### config.mk
export PLATFORM = sky130hd
export DESIGN_NAME = thu_ram
export DESIGN_NICKNAME = d
export VERILOG_FILES = /design/src/thu_ram.sv
export SDC_FILE = /design/constraint.sdc
export NUM_CORES = 2
export LEC_CHECK = 0
export BUFFER_PORTS_ARGS = -buffer_cell sky130_fd_sc_hd__buf_2
export CAP_MARGIN = 20
export CORE_UTILIZATION = 55
export CTS_CLUSTER_DIAMETER = 50
export DETAILED_ROUTE_END_ITERATION = 16
export PLACE_DENSITY = 0.69
export SLEW_MARGIN = 15
export SYNTH_ARGS = -nofsm -noshare
export SYNTH_HDL_FRONTEND = slang
export SYNTH_SLANG_ARGS = --single-unit
export TNS_END_PERCENT = 5
### constraint.sdc
create_clock -name clk -period 6.4 [get_ports clk]
set_clock_uncertainty 0.2 [all_clocks]
set_input_delay 0.32 -clock clk [delete_from_list [all_inputs] [get_ports clk]]
set_output_delay 0.32 -clock clk [all_outputs]
set_load 0.01 [all_outputs]
### src/thu_ram.sv
// generic single-write, single-read synchronous ram with registered read
module thu_ram #(
	parameter int WIDTH = 32,
	parameter int DEPTH = 64
) (
	input  logic                     clk,
	input  logic                     we,
	input  logic [$clog2(DEPTH)-1:0] waddr,
	input  logic [WIDTH-1:0]         wdata,
	input  logic [$clog2(DEPTH)-1:0] raddr,
	output logic [WIDTH-1:0]         rdata
);

	logic [WIDTH-1:0] mem [DEPTH];

	// write port and registered read port
	always_ff @(posedge clk) begin
		if (we) begin
			mem[waddr] <= wdata;
		end
		rdata <= mem[raddr];
	end

endmodule

==> metrics.md <==
| Metric | Value |
|---|---|
| Worst Path Class, Setup | in -> reg |
| Placed Cells | 5206 |
| DP Area | 81700 um2 |
| Die Footprint | 144000 um2 |
| Die Span X | 380 um |
| Clk Latency, worst-skew pair | between 0.8 and 0.9 ns |
| Final hold violation count | 0 |
| Final period util | 50.5% |
| Layout cells sized above 1 | ~29% |
| CTS sink count | about 2100 |
| Final instance area | between 80000 and 90000 um2 |
| Static leakage | between 20 and 30 nW |
| Met2 GRT Util | 44.2% |
| Post-DP HPWL | between 100000 and 150000 um |
| CP dominant cell by count | mux4_2 |
| Max-Cap Viols | 0 |
| Gr usage total | 27.7% |
| Setup crit end kind | flop |
| Post-Syn Area | between 70000 and 80000 um2 |
| H-tree levels | 4 |
| Row cnt | approximately 140 |
| Area leader, netlist | edfxtp_1 |
| Crit-path slowest cell | buf_4 |
| CTS tree | yes |
| Fin util | between 60% and 70% |
| Critical path cell sequence | buf_8 > buf_4 > mux4_2 > mux4_2 > o22ai_1 > nor2_1 |
| Vert. Die Dim | between 300 and 400 um |
| First-pass GRT wire length | ~280000 um |
| Pwr per Cell Area | 313 nW/um2 |
| Buffers & Inverters on Critical Path | 2 |
| Final std cells w/o fill | ~5600 |
| # setup viols final | 0 |
| WP data required | 6.86 ns |
| Run status | completed |
| Routing usage on met1 | 39.2% |
| Seq cells post-synth | about 2100 |
| Top cell type's share of synthesized area | 78.3% |
| Routed wire length | 197000 um |
| Initial antenna violation count | 15 |
| Root Driver | clkbuf_16 |
| Crit path largest cell delay | about 0.8 ns |
| Largest cells by area after synthesis | edfxtp_1 (78%), mux4_2 (16%), mux2i_1 (1.2%) |
| # IOs | 78 |
| NumNets Final | approximately 3600 |
| Drt pass-1 iters | 6 |
| Hold Path Sink | mem[32][1] |
| DR vias | between 30000 and 40000 |
| Placer congestion estimate | ~0.8 |
| Ys Warns | 0 |
| Hold Path Class | in -> reg |
| Initial core utilization | a little under three fifths |
| Cells after synthesis | about 3300 |
| R2R cell count | 4 |
| Syn nets | 3370 |
| Slew Viols, Final | 0 |
| # port buffers | 77 |
| Min cycle time layout | approximately 3.2 ns |
| Worst hold stages | 1 |
| Met3 usage | under 10% |
| GR peak layer | met2 |
| Hold path start | wdata[1] |
| Max clock buf depth | 3 |
| Distinct cells, synth | 34 |
| Sequential Area | 62100 um2 |
| Layout area overhead | 12.6% |
| Final TNS setup | 0 ns |
| Slew headroom | roughly a quarter |
| Critical Path Fanout Max | just over 60 |
| Worst-path clk slew | approximately 0.070 ns |
| Number of synthesized flops with an enable pin | roughly 2000 |
| Sequential share of the synthesized area | ~80% |
| Delay-heaviest family, CP | buffers and inverters |
| Multi-input gate area | 16000 um2 |
| # DRC | 0 |
| Fillcell total | around 9300 |
| Via density | ~6.6 |
| Vias in the first global route | about 37000 |
| Critical Path Start Type | input pin |
| Post-synth ARST share | 0% |
| Total grt overflow | 0 |
| Fmax | between 300 and 400 MHz |
| Drt first-iter violations | between 5000 and 6000 |
| Post-CTS repair timing setup buffer count | 0 |
| Top FF cell, synth | edfxtp_1 |
| Reg2reg setup slack | about 3.8 ns |
| Worst flop-to-flop path startpoint | mem[27][18] |
| Critical Path AT | 3.70 ns |
| Resized cells post-CTS | 0 |
| Core area | 142000 um2 |
| Hold_buf cts | 1 |
| Least-Margin Pin Slew | around 1.1 ns |
| Num CTS Buffers | 200 |
| Avg Synthesized Cell Area | between 20 and 25 um2 |
| Largest net degree at the start of global routing | 114 |
| FF-to-FF End | rdata[18] |
| Peak supply drop | ~0.28 mV |
| RSZ-0062 raised after global routing | false |
| Routed WL per cell | approximately 35 um |
| Routed Antenna Nets | 0 |
## cell usage in the layout, fill, tap and decap left out, drive strengths merged, types with 5 or more instances in the layout
cell	synthesis	routed
a21oi	62	62
a22oi	12	12
a311oi	8	8
buf	108	186
bufinv	0	10
clkbuf	74	270
clkinv	0	76
clkinvlp	0	5
dfxtp	32	32
diode	0	13
dlygate4sd3	0	14
edfxtp	2048	2048
inv	0	10
mux2i	93	93
mux4	544	544
nand2	26	26
nand2b	8	8
nand3	5	5
nand3b	5	5
nor2	137	137
nor2b	15	15
nor3	7	7
o221ai	27	27
o22ai	84	84
or3b	5	5
## layout make-up
| class | count | area share (%) |
|---|---|---|
| sequential | 2080 | 70.3 |
| multi-input combinational | 1062 | 18.1 |
| clock buffer | 270 | 6.14 |
| tap | 1890 | 2.68 |
| timing repair buffer | 200 | 1.89 |
| clock inverter | 101 | 0.902 |
| antenna | 13 | 0.0368 |
## layer usage
metal,part of all wire (%),vias up
li1,-,14700
met1,37,19900
met2,49,2252
met3,10,378
met4,3.5,10
met5,0.032,-
## kinds of logic after synthesis
logic type / count (synthesis) / share of synthesized area (%)
mux: 637 / 16.8
buf+inv: 182 / 1.13
flops: 2080 / 79.1
compound gates: 202 / 1.67
simple gates: 223 / 1.27
## registers in the layout, indices dropped and copies added, names as in the netlist
| signal | cells |
|---|---|
| mem | 2048 |
| rdata | 32 |
## synth_stat cells, types with 21 or more instances
| cell type | count |
|---|---|
| edfxtp_1 | 2048 |
| mux4_2 | 544 |
| nor2_1 | 137 |
| mux2i_1 | 93 |
| o22ai_1 | 84 |
| clkbuf_1 | 74 |
| a21oi_1 | 62 |
| buf_2 | 57 |
| dfxtp_1 | 32 |
| o221ai_1 | 27 |
| nand2_1 | 26 |
| buf_4 | 25 |
| buf_1 | 21 |
## power by group
group	switching, mW	internal (mW)
Clock	4.88	6.35
Combinational	0.802	0.506
Sequential	0.0648	15.1
Total	5.75	21.9
## how the worst max path moves through the flow
stage,start,to,cells after the start
detailed placement,raddr[0],rdata[3],6
floorplan,waddr[3],mem[48][0],4
finish,raddr[0],rdata[3],6
global route,raddr[0],rdata[3],6
global placement,raddr[0],rdata[3],6
CTS,raddr[0],rdata[3],6
## stage by stage
| step | hold WS, ns | power (mW) | setup WS [ns] |
|---|---|---|---|
| 2_1_floorplan | 0.219 | 16.1 | 2.72 |
| 3_3_place_gp | 0.520 | 16.7 | 2.25 |
| 3_5_place_dp | 0.517 | 16.7 | 2.19 |
| 4_1_cts | 0.00839 | 27.8 | 3.09 |
| 5_1_grt | 0.0708 | 28.4 | 3.05 |
| 6_report | 0.0336 | 27.7 | 3.17 |
(Power assumes the default switching activity.)
