[src/thu_pkg.sv]
// shared types and constants for the transform hierarchy update unit
package thu_pkg;

	// item function codes
	typedef enum logic [2:0] {
		FN_SET_HIER    = 3'd0,
		FN_WRITE_LOCAL = 3'd1,
		FN_UPDATE      = 3'd2,
		FN_READ_WORLD  = 3'd3,
		FN_CLEAR_HIER  = 3'd4
	} func_t;

	// sequencer states
	typedef enum logic [3:0] {
		ST_INIT,
		ST_IDLE,
		ST_MARK,
		ST_RDW,
		ST_CLR_RD,
		ST_CLR_WR,
		ST_U_NODE_RD,
		ST_U_NODE_CHK,
		ST_U_RD_A,
		ST_U_CP,
		ST_U_RD_B,
		ST_U_MUL,
		ST_U_ACC,
		ST_U_RND,
		ST_U_WB,
		ST_U_NEXT
	} state_t;

	// controls for the multiply-accumulate unit
	typedef struct packed {
		logic load_a;
		logic mul;
		logic acc;
		logic clr;
	} mac_ctrl_t;

	localparam logic [6:0] ACTIVE_RESET = 7'd64;
	localparam logic signed [65:0] ROUND_HALF = 66'sd32768;
	localparam logic signed [65:0] SAT_HI = 66'sd2147483647;
	localparam logic signed [65:0] SAT_LO = -66'sd2147483648;
	localparam logic signed [31:0] Q_MAX = 32'sh7fffffff;
	localparam logic signed [31:0] Q_MIN = 32'sh80000000;

endpackage

[src/thu_mac.sv]
// q16.16 multiply-accumulate with round to nearest and saturation
module thu_mac (
	input  logic                  clk,
	input  thu_pkg::mac_ctrl_t    ctrl,
	input  logic signed [31:0]    din,
	output logic signed [31:0]    result
);
	import thu_pkg::*;

	logic signed [31:0] a_q;
	logic signed [63:0] prod_q;
	logic signed [65:0] acc_q;
	logic signed [65:0] rnd;

	// operand, product and exact accumulator registers
	always_ff @(posedge clk) begin
		if (ctrl.load_a) begin
			a_q <= din;
		end
		if (ctrl.mul) begin
			prod_q <= a_q * din;
		end
		if (ctrl.clr) begin
			acc_q <= '0;
		end else if (ctrl.acc) begin
			acc_q <= acc_q + 66'(prod_q);
		end
	end

	// round q32.32 to q16.16, ties upward, then clamp
	always_comb begin
		rnd = (acc_q + ROUND_HALF) >>> 16;
		if (rnd > SAT_HI) begin
			result = Q_MAX;
		end else if (rnd < SAT_LO) begin
			result = Q_MIN;
		end else begin
			result = rnd[31:0];
		end
	end

endmodule

[config.mk]
export PLATFORM = sky130hd
export DESIGN_NAME = thu_mac
export DESIGN_NICKNAME = d
export VERILOG_FILES = /design/src/thu_pkg.sv /design/src/thu_mac.sv
export SDC_FILE = /design/constraint.sdc
export NUM_CORES = 2
export LEC_CHECK = 0
export BUFFER_PORTS_ARGS = -buffer_cell sky130_fd_sc_hd__clkbuf_2
export CAP_MARGIN = 20
export CORE_MARGIN = 2
export CORE_UTILIZATION = 30
export DETAILED_ROUTE_END_ITERATION = 7
export PLACE_DENSITY = 0.57
export RECOVER_POWER = 25
export SLEW_MARGIN = 20
export SYNTH_ARGS = -nofsm -noshare
export SYNTH_HDL_FRONTEND = slang
export SYNTH_SLANG_ARGS = --single-unit
[constraint.sdc]
create_clock -name clk -period 9.6 [get_ports clk]
set_input_delay 1.92 -clock clk [delete_from_list [all_inputs] [get_ports clk]]
set_output_delay 1.92 -clock clk [all_outputs]
set_load 0.01 [all_outputs]
==> summary.md <==
| Metric | Value |
|---|---|
| Status | finished, violations left |
| Failing checks | max-capacitance violations, max-slew violations |
| Worst-Skew Late Latency | 0.53 ns |
| Post-synth top area share | 0.470 |
| CP max FO | 10 |
| DRC violations left | 0 |
| Die height | just under 400 um |
| Syn Area/Cell | 9.37 um^2 |
| Critical path launch point | din[15] |
| Root Buffer | clkbuf_16 |
| Layout cells sized above 1 | 0.0782 |
| Warnings from Yosys | 0 |
| Syn-to-layout area delta | 10.2% |
| Worst slew margin | -1.39 |
| Routability Congestion | 0.870 |
| Syn Std Cell Area | about 0.046 mm^2 |
| Drt first pass iters | 5 |
| H-tree levels | 4 |
| R2r setup slk | 0.94 ns |
| Core footprint | 0.152 mm^2 |
| Post-CTS setup buffers | 0 |
| Number of core rows | roughly 140 |
| Clock skew | 0.0453 ns |
| Nets | 6406 |
| Number of flops mapped to enable cells by yosys | 96 |
| RR Startpoint | a_q[15]$_DFFE_PP_ |
| Initial Utilization | 0.303 |
| Largest cells by area after synthesis | fa_1 (47%), inv_1 (8.2%), and2_1 (7.0%), ha_1 (6.8%), edfxtp_1 (6.3%) |
| Max-Cap Viols | 2 |
| Initial antenna violation count | 20 |
| # IOs | 69 |
| Total track usage | 0.170 |
| Post-route clock period utilization | 0.962 |
| CTS tree | yes |
| Critical Path RT | 9.85 ns |
| Largest net degree at the start of global routing | 67 |
| Crit. End Element | flip-flop |
| Worst-Margin Slew | 3.58 ns |
| Leading area contributor after synthesis | fa_1 |
| Vias/cell | about 4.7 |
| Final ANT Viol Nets | 0 |
| RSZ-0062 raised after global routing | false |
| Hold Path Class | reg -> reg |
| Min-delay src | acc_q[4]$_SDFFE_PP0P_ |
| Sequential element share of the synthesized area | 0.0912 |
| Minimum clock period | 9.23 ns |
| Final HPWL DP | 109000 um |
| Distinct cells, synth | between 70 and 80 |
| Startpoint types | input pin |
| Routed length per placed instance | 18.2 um |
| Number of DRC markers in iteration 0 | between 2000 and 2500 |
| TritonCTS Buffers | 17 |
| Critical path type | in -> reg |
| Post-Synthesis Cells | 4916 |
| Syn_nets | 6286 |
| Vias in the first global route | 36900 |
| Bufs on Longest Clock Path | 2 |
| IO buf count | 68 |
| Post_cts resized | 0 |
| Max Slew Vio Count | 98 |
| Total grt overflow | 0 |
| First-pass GRT wire length | 207000 um |
| Final core occ | 0.334 |
| WL final | roughly 130000 um |
| Clock sinks | 162 |
| Final hold vios | 0 |
| Max Clk Rate | around 110 MHz |
| DIE WIDTH | just under 400 um |
| Post-CTS Hold Buffers | 0 |
| Via count | 33400 |
| Clock transition at path regs | 0.08 ns |
| DIE AREA | 0.157 mm^2 |
| Final setup fails | 0 |
| Ys async rst share | 0 |
| Hold slack | 0.474 ns |
| Crit path DAT | 9.48 ns |
| Synthesis-stage register bit count | around 160 |
| Top FF cell, synth | edfxtp_1 |
==> through the flow <==
step           cells  cell area (um^2)  setup slack (ns)  setup TNS (ns)
2_1_floorplan   4916             46100            0.0443               0
3_3_place_gp    7046             50200            -0.106          -0.134
3_5_place_dp    7046             50200            -0.128          -0.254
4_1_cts         7078             50800             0.421               0
5_1_grt         7080             50800            0.0320               0
6_report        7084             50800             0.369               0
==> critical path: stages <==
cell,delay (ns)
clkbuf_2,0.24
clkbuf_1,0.44
nand2_1,0.15
fa_1,0.52
inv_1,0.05
fa_1,0.51
inv_1,0.05
fa_1,0.48
fa_1,0.51
inv_1,0.06
fa_1,0.56
fa_1,0.43
fa_1,0.54
inv_1,0.07
fa_1,0.50
inv_1,0.04
ha_1,0.30
and4_1,0.22
and3_1,0.20
nand3_1,0.11
nor2b_1,0.05
a211o_1,0.32
a22o_1,0.23
a21oi_1,0.14
o311ai_1,0.16
or3b_1,0.39
a31oi_1,0.20
xnor2_1,0.08
==> kinds of logic (layout without fill, tap and decap cells) <==
logic type | count (synthesis) | in the layout | share of synthesized area
flops | 162 | 162 | 0.0912
fa+ha+maj | 1333 | 1333 | 0.538
compound gates | 489 | 489 | 0.0689
buf+inv | 1259 | 1392 | 0.103
mux | 39 | 39 | 0.00847
simple gates | 1471 | 1471 | 0.159
xor+xnor | 163 | 163 | 0.0310
other cells | 0 | 5 | 0
==> final cells by class <==
type | count | area [um^2]
clock buffers | 17 | 425
diodes | 5 | 12.5
clock inverters | 15 | 191
fillers | 15600 | 101000
well taps | 2030 | 2540
repair buffers | 347 | 2470
inverters | 1013 | 3800
flip-flops and latches | 162 | 4200
multi-input cells | 3495 | 37200
==> path summary, 6_finish.rpt <==
| path | endpoint | depth (start not counted) |
|---|---|---|
| setup / recovery | prod_q[63]$_DFFE_PP_ | 28 |
| hold / removal | acc_q[4]$_SDFFE_PP0P_ | 2 |
| setup reg to reg | prod_q[63]$_DFFE_PP_ | 26 |
| hold reg to reg | acc_q[4]$_SDFFE_PP0P_ | 2 |
==> routing by layer <==
layer / track usage / up-vias / part of all wire / wire length (um)
met1: 0.228 / 17300 / 0.44 / 56300
met5: 0 / - / 0.00084 / 108
li1: - / 15100 / - / -
met3: 0.0340 / 148 / 0.071 / 9210
met2: 0.282 / 900 / 0.47 / 60600
met4: 0.0384 / 18 / 0.020 / 2610
==> Yosys cell counts (34+ instances only) <==
cell,n
fa_1,1083
inv_1,1012
nand2_1,593
and2_1,516
ha_1,250
clkbuf_1,232
a21oi_1,175
nor2_1,139
edfxtp_1,96
xnor2_1,92
a21o_1,84
xor2_1,71
dfxtp_1,66
o21ai_0,53
nand3_1,40
mux2i_1,39
nand4_1,34
==> sequential cells by signal, summed over array words and instances, names as in the netlist <==
signal  cells
acc_q      66
prod_q     64
a_q        32
==> placed cells by master (no fill, tap or decap), drive strengths merged, types with 8 or more instances in the layout <==
cell	synthesis	routed
o21a	16	16
and2	516	516
mux2i	39	39
o211ai	11	11
and4	12	12
xnor2	92	92
a21oi	178	178
nand2b	23	23
o21bai	20	20
nor2	139	139
clkbuf	232	88
nand3	40	40
a211oi	16	16
a31oi	25	25
nand2	593	593
o21ai	73	73
xor2	71	71
and3	31	31
a21o	84	84
o22ai	8	8
nor3	28	28
fa	1083	1083
inv	1013	1021
dfxtp	66	66
edfxtp	96	96
buf	14	276
ha	250	250
nand4	34	34
nor2b	27	27
Power is not shown: default switching activity piles up to over one toggle a cycle in this logic, so the estimate is an artifact.
